## config.mk

```make
export PLATFORM = sky130hd
export DESIGN_NAME = rmq_div_lane
export DESIGN_NICKNAME = d
export VERILOG_FILES = /design/src/sv/rmq_pkg.sv /design/src/sv/rmq_div_lane.sv
export SDC_FILE = /design/constraint.sdc
export NUM_CORES = 2
export LEC_CHECK = 0
export BUFFER_PORTS_ARGS = -buffer_cell sky130_fd_sc_hd__buf_4
export CAP_MARGIN = 20
export CORE_AREA = 2 2 402 245
export CTS_BUF_LIST = sky130_fd_sc_hd__clkbuf_2 sky130_fd_sc_hd__clkbuf_4 sky130_fd_sc_hd__clkbuf_8
export DETAILED_ROUTE_END_ITERATION = 12
export DIE_AREA = 0 0 404 247
export PLACE_DENSITY = 0.71
export SYNTH_ARGS = -nofsm -noshare
export SYNTH_HDL_FRONTEND = slang
export SYNTH_SLANG_ARGS = --single-unit
```

## constraint.sdc

```tcl
create_clock -name clk -period 11.09 [get_ports clk]
set_input_delay 2.7725 -clock clk [delete_from_list [all_inputs] [get_ports clk]]
set_output_delay 2.7725 -clock clk [all_outputs]
set_load 0.005 [all_outputs]
```

## src/sv/rmq_pkg.sv

```systemverilog
`default_nettype none
package rmq_pkg;

	localparam int CW       = 16;
	localparam int DFW      = 17;
	localparam int RTW      = 17;
	localparam int SQ_STEPS = 17;
	localparam int SQ_REMW  = 35;
	localparam int DV_STEPS = 16;
	localparam int DV_REMW  = 33;
	localparam int DV_LAT   = DV_STEPS + 2;

	localparam logic signed [18:0] QONE = 19'sd16384;

	localparam logic [1:0] SEL_X     = 2'd0;
	localparam logic [1:0] SEL_Y     = 2'd1;
	localparam logic [1:0] SEL_Z     = 2'd2;
	localparam logic [1:0] SEL_TRACE = 2'd3;

	typedef logic signed [CW-1:0]  coef_t;
	typedef logic signed [DFW-1:0] diff_t;
	typedef logic [RTW-1:0]        root_t;

endpackage
`default_nettype wire

```

## src/sv/rmq_div_lane.sv

```systemverilog
`default_nettype none
module rmq_div_lane (
	input  wire logic           clk,
	input  wire logic           en,
	input  wire rmq_pkg::diff_t d,
	input  wire rmq_pkg::root_t r,
	output rmq_pkg::coef_t      q,
	output logic                clip
);

	localparam int N = rmq_pkg::DV_STEPS;
	localparam int W = rmq_pkg::DV_REMW;

	logic [W-1:0]         rem_s  [0:N];
	rmq_pkg::root_t       r_s    [0:N];
	logic [N-1:0]         quo_s  [0:N];
	logic                 ovf_s  [0:N];
	logic                 neg_s  [0:N];
	logic                 dz_s   [0:N];
	logic                 rz_s   [0:N];

	logic [rmq_pkg::DFW-1:0] mag;
	logic [W-1:0]            num;

	always_comb begin
		mag = d[rmq_pkg::DFW-1] ? rmq_pkg::DFW'(-d) : rmq_pkg::DFW'(d);
		num = (W'(mag) << 14) + W'(r >> 1);
	end

	// numerator, rounding term and overflow check
	always_ff @(posedge clk) begin
		if (en) begin
			rem_s[0] <= num;
			r_s[0]   <= r;
			quo_s[0] <= '0;
			ovf_s[0] <= (num >= (W'(r) << N));
			neg_s[0] <= d[rmq_pkg::DFW-1];
			dz_s[0]  <= (d == '0);
			rz_s[0]  <= (r == '0);
		end
	end

	// one quotient bit per stage
	for (genvar k = 1; k <= N; k++) begin : g_div
		localparam int B = N - k;
		logic [W-1:0] sub;
		logic         ge;
		assign sub = W'(r_s[k-1]) << B;
		assign ge  = (rem_s[k-1] >= sub);
		always_ff @(posedge clk) begin
			if (en) begin
				rem_s[k] <= ge ? (rem_s[k-1] - sub) : rem_s[k-1];
				quo_s[k] <= quo_s[k-1] | (ge ? (N'(1) << B) : '0);
				r_s[k]   <= r_s[k-1];
				ovf_s[k] <= ovf_s[k-1];
				neg_s[k] <= neg_s[k-1];
				dz_s[k]  <= dz_s[k-1];
				rz_s[k]  <= rz_s[k-1];
			end
		end
	end

	// sign and saturation
	always_ff @(posedge clk) begin
		if (en) begin
			if (rz_s[N]) begin
				clip <= 1'b1;
				if (dz_s[N])
					q <= '0;
				else if (neg_s[N])
					q <= 16'sh8000;
				else
					q <= 16'sh7fff;
			end else if (!neg_s[N]) begin
				if (ovf_s[N] || quo_s[N] > 16'd32767) begin
					q    <= 16'sh7fff;
					clip <= 1'b1;
				end else begin
					q    <= rmq_pkg::coef_t'(quo_s[N]);
					clip <= 1'b0;
				end
			end else begin
				if (ovf_s[N] || quo_s[N] > 16'd32768) begin
					q    <= 16'sh8000;
					clip <= 1'b1;
				end else begin
					q    <= rmq_pkg::coef_t'(-quo_s[N]);
					clip <= 1'b0;
				end
			end
		end
	end

endmodule
`default_nettype wire
```

== After elaboration in Yosys (flattened, before gate mapping) ==
Memory sizes are Yosys's and may differ from the RTL's.
Index checks and enable logic that the tools add are counted.
Widths: inputs -> output; s select.

* Flip-flop bits (word level): 17
* Bits in latches: 0
* Memory bits (writable): 1190
* ROM bits: 0
* Input port bits: 36
* Output and inout bits: 17
* Word-level logic and storage cells: 111
* Memories kept: 7

* Add/subtract/negate cells: 19
* $mul: 0
* Divide/modulo/power cells: 0
* Magnitude comparators: 19
* Eq/ne operators: 0
* Shift-type cells: 0
* Muxes and demuxes: 44
* Bitwise logic cells: 16
* Reductions and logical operators: 4

{| class="wikitable"
|+ Memory list
! memory !! depth !! width !! read ports !! clocked after Yosys merged registers in !! wr ports !! RTL line !! source
|-
| rem_s || 17 || 33 || 16 || 0 || 17 || rmq_div_lane.sv:14 || <nowiki>logic [W-1:0] rem_s [0:N];</nowiki>
|-
| r_s || 17 || 17 || 16 || 0 || 17 || rmq_div_lane.sv:15 || <nowiki>rmq_pkg::root_t r_s [0:N];</nowiki>
|-
| quo_s || 17 || 16 || 17 || 0 || 17 || rmq_div_lane.sv:16 || <nowiki>logic [N-1:0] quo_s [0:N];</nowiki>
|-
| dz_s || 17 || 1 || 17 || 0 || 17 || rmq_div_lane.sv:19 || <nowiki>logic dz_s [0:N];</nowiki>
|-
| neg_s || 17 || 1 || 17 || 0 || 17 || rmq_div_lane.sv:18 || <nowiki>logic neg_s [0:N];</nowiki>
|-
| ovf_s || 17 || 1 || 17 || 0 || 17 || rmq_div_lane.sv:17 || <nowiki>logic ovf_s [0:N];</nowiki>
|-
| +1 memories || - || - || - || - || - || - ||
|}

{| class="wikitable"
|+ Operator list
! cell !! count
|-
| $mux 33 || 16
|-
| $mux 16 || 7
|-
| $logic_not 17->1 || 2
|-
| $ge 32x33->1 || 1
|-
| $ge 33x17->1 || 1
|-
| $ge 33x18->1 || 1
|-
| $ge 33x19->1 || 1
|-
| $ge 33x20->1 || 1
|-
| $ge 33x21->1 || 1
|-
| $ge 33x22->1 || 1
|-
| $ge 33x23->1 || 1
|-
| $ge 33x24->1 || 1
|-
| $ge 33x25->1 || 1
|-
| $ge 33x26->1 || 1
|-
| $ge 33x27->1 || 1
|-
| $ge 33x28->1 || 1
|-
| $ge 33x29->1 || 1
|-
| $ge 33x30->1 || 1
|-
| $ge 33x31->1 || 1
|-
| $ge 33x32->1 || 1
|-
| $sub 33x17->33 || 1
|-
| $sub 33x18->33 || 1
|-
| $sub 33x19->33 || 1
|-
| $sub 33x20->33 || 1
|-
| 50 further kinds || 56
|}

== Logic depth before layout (Yosys ltp) ==
An unclocked memory read counts as a cell.

* Depth in word-level cells: 6
* Gate-level depth with buffers: 18
* Depth with buffers taken out: 18

== Least setup slack after synthesis ==
OpenSTA, ideal clock, no wires.

* Path type: input to register
* Start point: in d[16]
* End point: mem ovf_s[0][0], data pin
* Setup time: 0.254 ns
* Data arrival time: 6.079 ns
* Data required time: 10.836 ns
* Slack: 4.757 ns
* Stages: 16
* Buffers on the path: 2
* Path through: clkbuf_1 -> clkbuf_1 -> o21ai_0 -> ha_1 -> a21oi_1 -> or2_2 -> nor3_1 -> nor3b_1 -> o21a_1 -> a21boi_0 -> xnor2_1 -> ha_1 -> nor2b_1 -> o21ai_0 -> nand3_1 -> o21a_1

{| class="wikitable"
|+ RTL lines
! item !! RTL line !! source
|-
| start: declaration || rmq_div_lane.sv:5 || <nowiki>input wire rmq_pkg::diff_t d,</nowiki>
|-
| end: declaration || rmq_div_lane.sv:17 ||
|}

==> flow_summary.ini <==
[clock_tree]
cts_root_buf = clkbuf_8
cts_hold_buffers = 0
clkLatencyLatePin_ns = 0.81
cts_max_level = 4
tritoncts = done
cts_setup_buffers = 0
post_cts_resized = 0
cts.clk_slew.worst_paths_ns = 0.08
cts.sinks = 887
cts_buffers = 137
cts_buffer_depth = 3

[final_layout]
nNetsFinal = 4558
fillCellCount = 8096
final_cell_mix = 887 x edfxtp_1, 342 x inv_1, 292 x ha_1
drive_gt1_share_pct = 9.50
syn_to_final_growth_pct = 9.82
layout_commonest_cell = edfxtp_1
fin_area_um2 = 52300
final_util_pct = 54.1

[logic_synthesis]
synth_cell_types = 86
ys_seq_area_share_pct = 55.9
synth_edf_count = 887
synth_ff_type = edfxtp_1
netlist_area_um2 = 47600
async_flop_share_pct = 0
avgSynthCellArea_um2 = 11.7
synth_cells = 4074
ys_seq_elements = 887
yosys_warnings = 0

[sta]
rsz0062_at_grt = false
finalMaxSlewViolations = 0
fmax_mhz = 162
hold_violations = 0
setup_viol = 0
finalSetupTns_ns = 0
whs_ns = 0.391
finalCriticalPeriod_ns = 6.18
slew-limit-headroom_pct = 33.1
fin_skew_ns = 0.0408
layout_worst_path_cycle_share_pct = 55.7
worst_pin_slew_ns = 1.00

[floorplan]
fp.coreArea_um2 = 96700
start_util_pct = 49.3
ioPinCount = 53
core.rowCount = 89
die_h_um = 247
die_area_um2 = 99800
dieWidth_um = 404

[pwr]
ir_drop_uv = 109
power_w = 0.0123
power_density_nw_per_um2 = 234
p_leak_nw = 19.9

[placed_design]
hpwl_mm = 81.9
placed_area_um2 = 49600
io_buffers = 52
place.gp.congestion = 0.915

[run_status]
outcome = finished, final reports clean

[hold_path]
hold_class = reg -> reg
min_path_cells = 0
worstHoldStart = quo_s[0][157]
min_to = quo_s[0][173]

[critical_path]
critical_path_class = in -> reg
r2r-start = r_s[0][48]
cp.arrival_ns = 6.72
cp-end-kind = flop
reg2reg_depth = 11
ff2ff_setup_slack_ns = 6.82
cp.required_ns = 11.63
rr_endpoint = rem_s[0][118]
cp_max_fo = 7
cp-start-kind = primary input

[run]
maxCapViolCount = 0

[detailed_routing]
antenna_left = 0
vias_per_cell = 5.78
initialDrtViolationCount = 3853
wire_per_inst_um = 19.8
totalWireLength_mm = 111
dr.pass1.iters = 6
num_vias = 32305
drc_errors = 0

[global_routing]
antenna_found_initial = 6
grt_pass1_vias = 29313
grt.overflow.total = 0
grt_max_degree = 191
grt_use_total_pct = 22.3
grt_pass1_wl_mm = 171
report_power, final:
| part | total, W | internal [W] | switching [W] |
|---|---|---|---|
| Clock | 0.00279 | 0.00149 | 0.00130 |
| Sequential | 0.00520 | 0.00464 | 0.000559 |
| Combinational | 0.00427 | 0.00181 | 0.00247 |
per-layer routing:
metal | vias to the layer above | global-route usage [%] | wire length [um]
met1 | 15255 | 37.8 | 57400
met4 | 0 | 6.07 | 1780
met2 | 1383 | 25.5 | 38000
li1 | 15534 | - | -
met3 | 133 | 7.46 | 13700
met5 | - | 0 | 0
Yosys cell counts, drive strengths merged (47+ instances only):
| cell type | count | share of area [%] |
|---|---|---|
| edfxtp | 887 | 56 |
| inv | 342 | 2.7 |
| ha | 292 | 7.7 |
| nor2 | 275 | 2.2 |
| nand2 | 264 | 2.1 |
| a21oi | 249 | 2.6 |
| o21ai | 249 | 2.6 |
| xnor2 | 181 | 3.3 |
| xor2 | 141 | 2.6 |
| nor3 | 92 | 0.97 |
| a21o | 89 | 1.4 |
| nand3 | 80 | 0.84 |
| mux2 | 76 | 1.8 |
| nand2b | 67 | 0.90 |
| nor4 | 61 | 0.81 |
| clkbuf | 56 | 0.44 |
| o21a | 55 | 0.87 |
| nand4 | 50 | 0.66 |
| nor2b | 47 | 0.62 |
registers in the layout (all words and copies together) (netlist names):
name and cells:
rem_s 394, r_s 272, quo_s 136, dz_s 17
neg_s 17, ovf_s 17, rz_s 17, q 16
clip 1
cell families after synthesis:
kind of cell               share of synthesized area [%]
AOI/OAI and AO/OA                                   12.4
xor gates and xnor gates                            5.92
adders and majority gates                           8.34
buffers and inverters                               3.30
DFF                                                 55.9
muxes                                               2.03
other                                            0.00787
and+or+nand+nor                                     12.1
metrics by stage:
stage	instances	setup slack (ns)
3_3_place_gp	5347	4.26
3_5_place_dp	5347	4.21
4_1_cts	5589	5.10
6_report	5592	4.91
5_1_grt	5592	4.61
2_1_floorplan	4075	4.76
worst max-delay path by stage:
stage	slack, ns	startpoint	endpoint
after floorplan	4.76	d[16]	ovf_s[0][0]
after global placement	4.26	d[0]	ovf_s[0][0]
after detailed placement	4.21	d[1]	ovf_s[0][0]
after CTS	5.10	d[1]	ovf_s[0][0]
after global routing	4.61	d[1]	ovf_s[0][0]
final	4.91	d[1]	ovf_s[0][0]
area by class of cell:
class                      instances  area, um2  area share [%]
inverter                         343       1290            2.46
antenna                            1       2.50         0.00478
tap                             1274       1590            3.05
clock inverter                    60        507           0.968
timing repair buffer              71        591            1.13
clock buffer                     182       2240            4.29
sequential                       887      26600            50.9
multi-input combinational       2774      19500            37.2
critical path, cell delays in order:
cell and delay (ns):
buf_4 0.12, inv_1 0.06, ha_1 0.18, nor3b_1 0.66, o21ai_0 0.21, and2_1 0.22
nor3_1 0.22, nor3b_1 0.62, o21a_1 0.29, a21boi_0 0.24, xnor2_1 0.19, ha_1 0.29
nor2b_1 0.13, o21ai_0 0.20, nand3_1 0.11, o21a_1 0.18
Power figures use the tool's default switching activity.
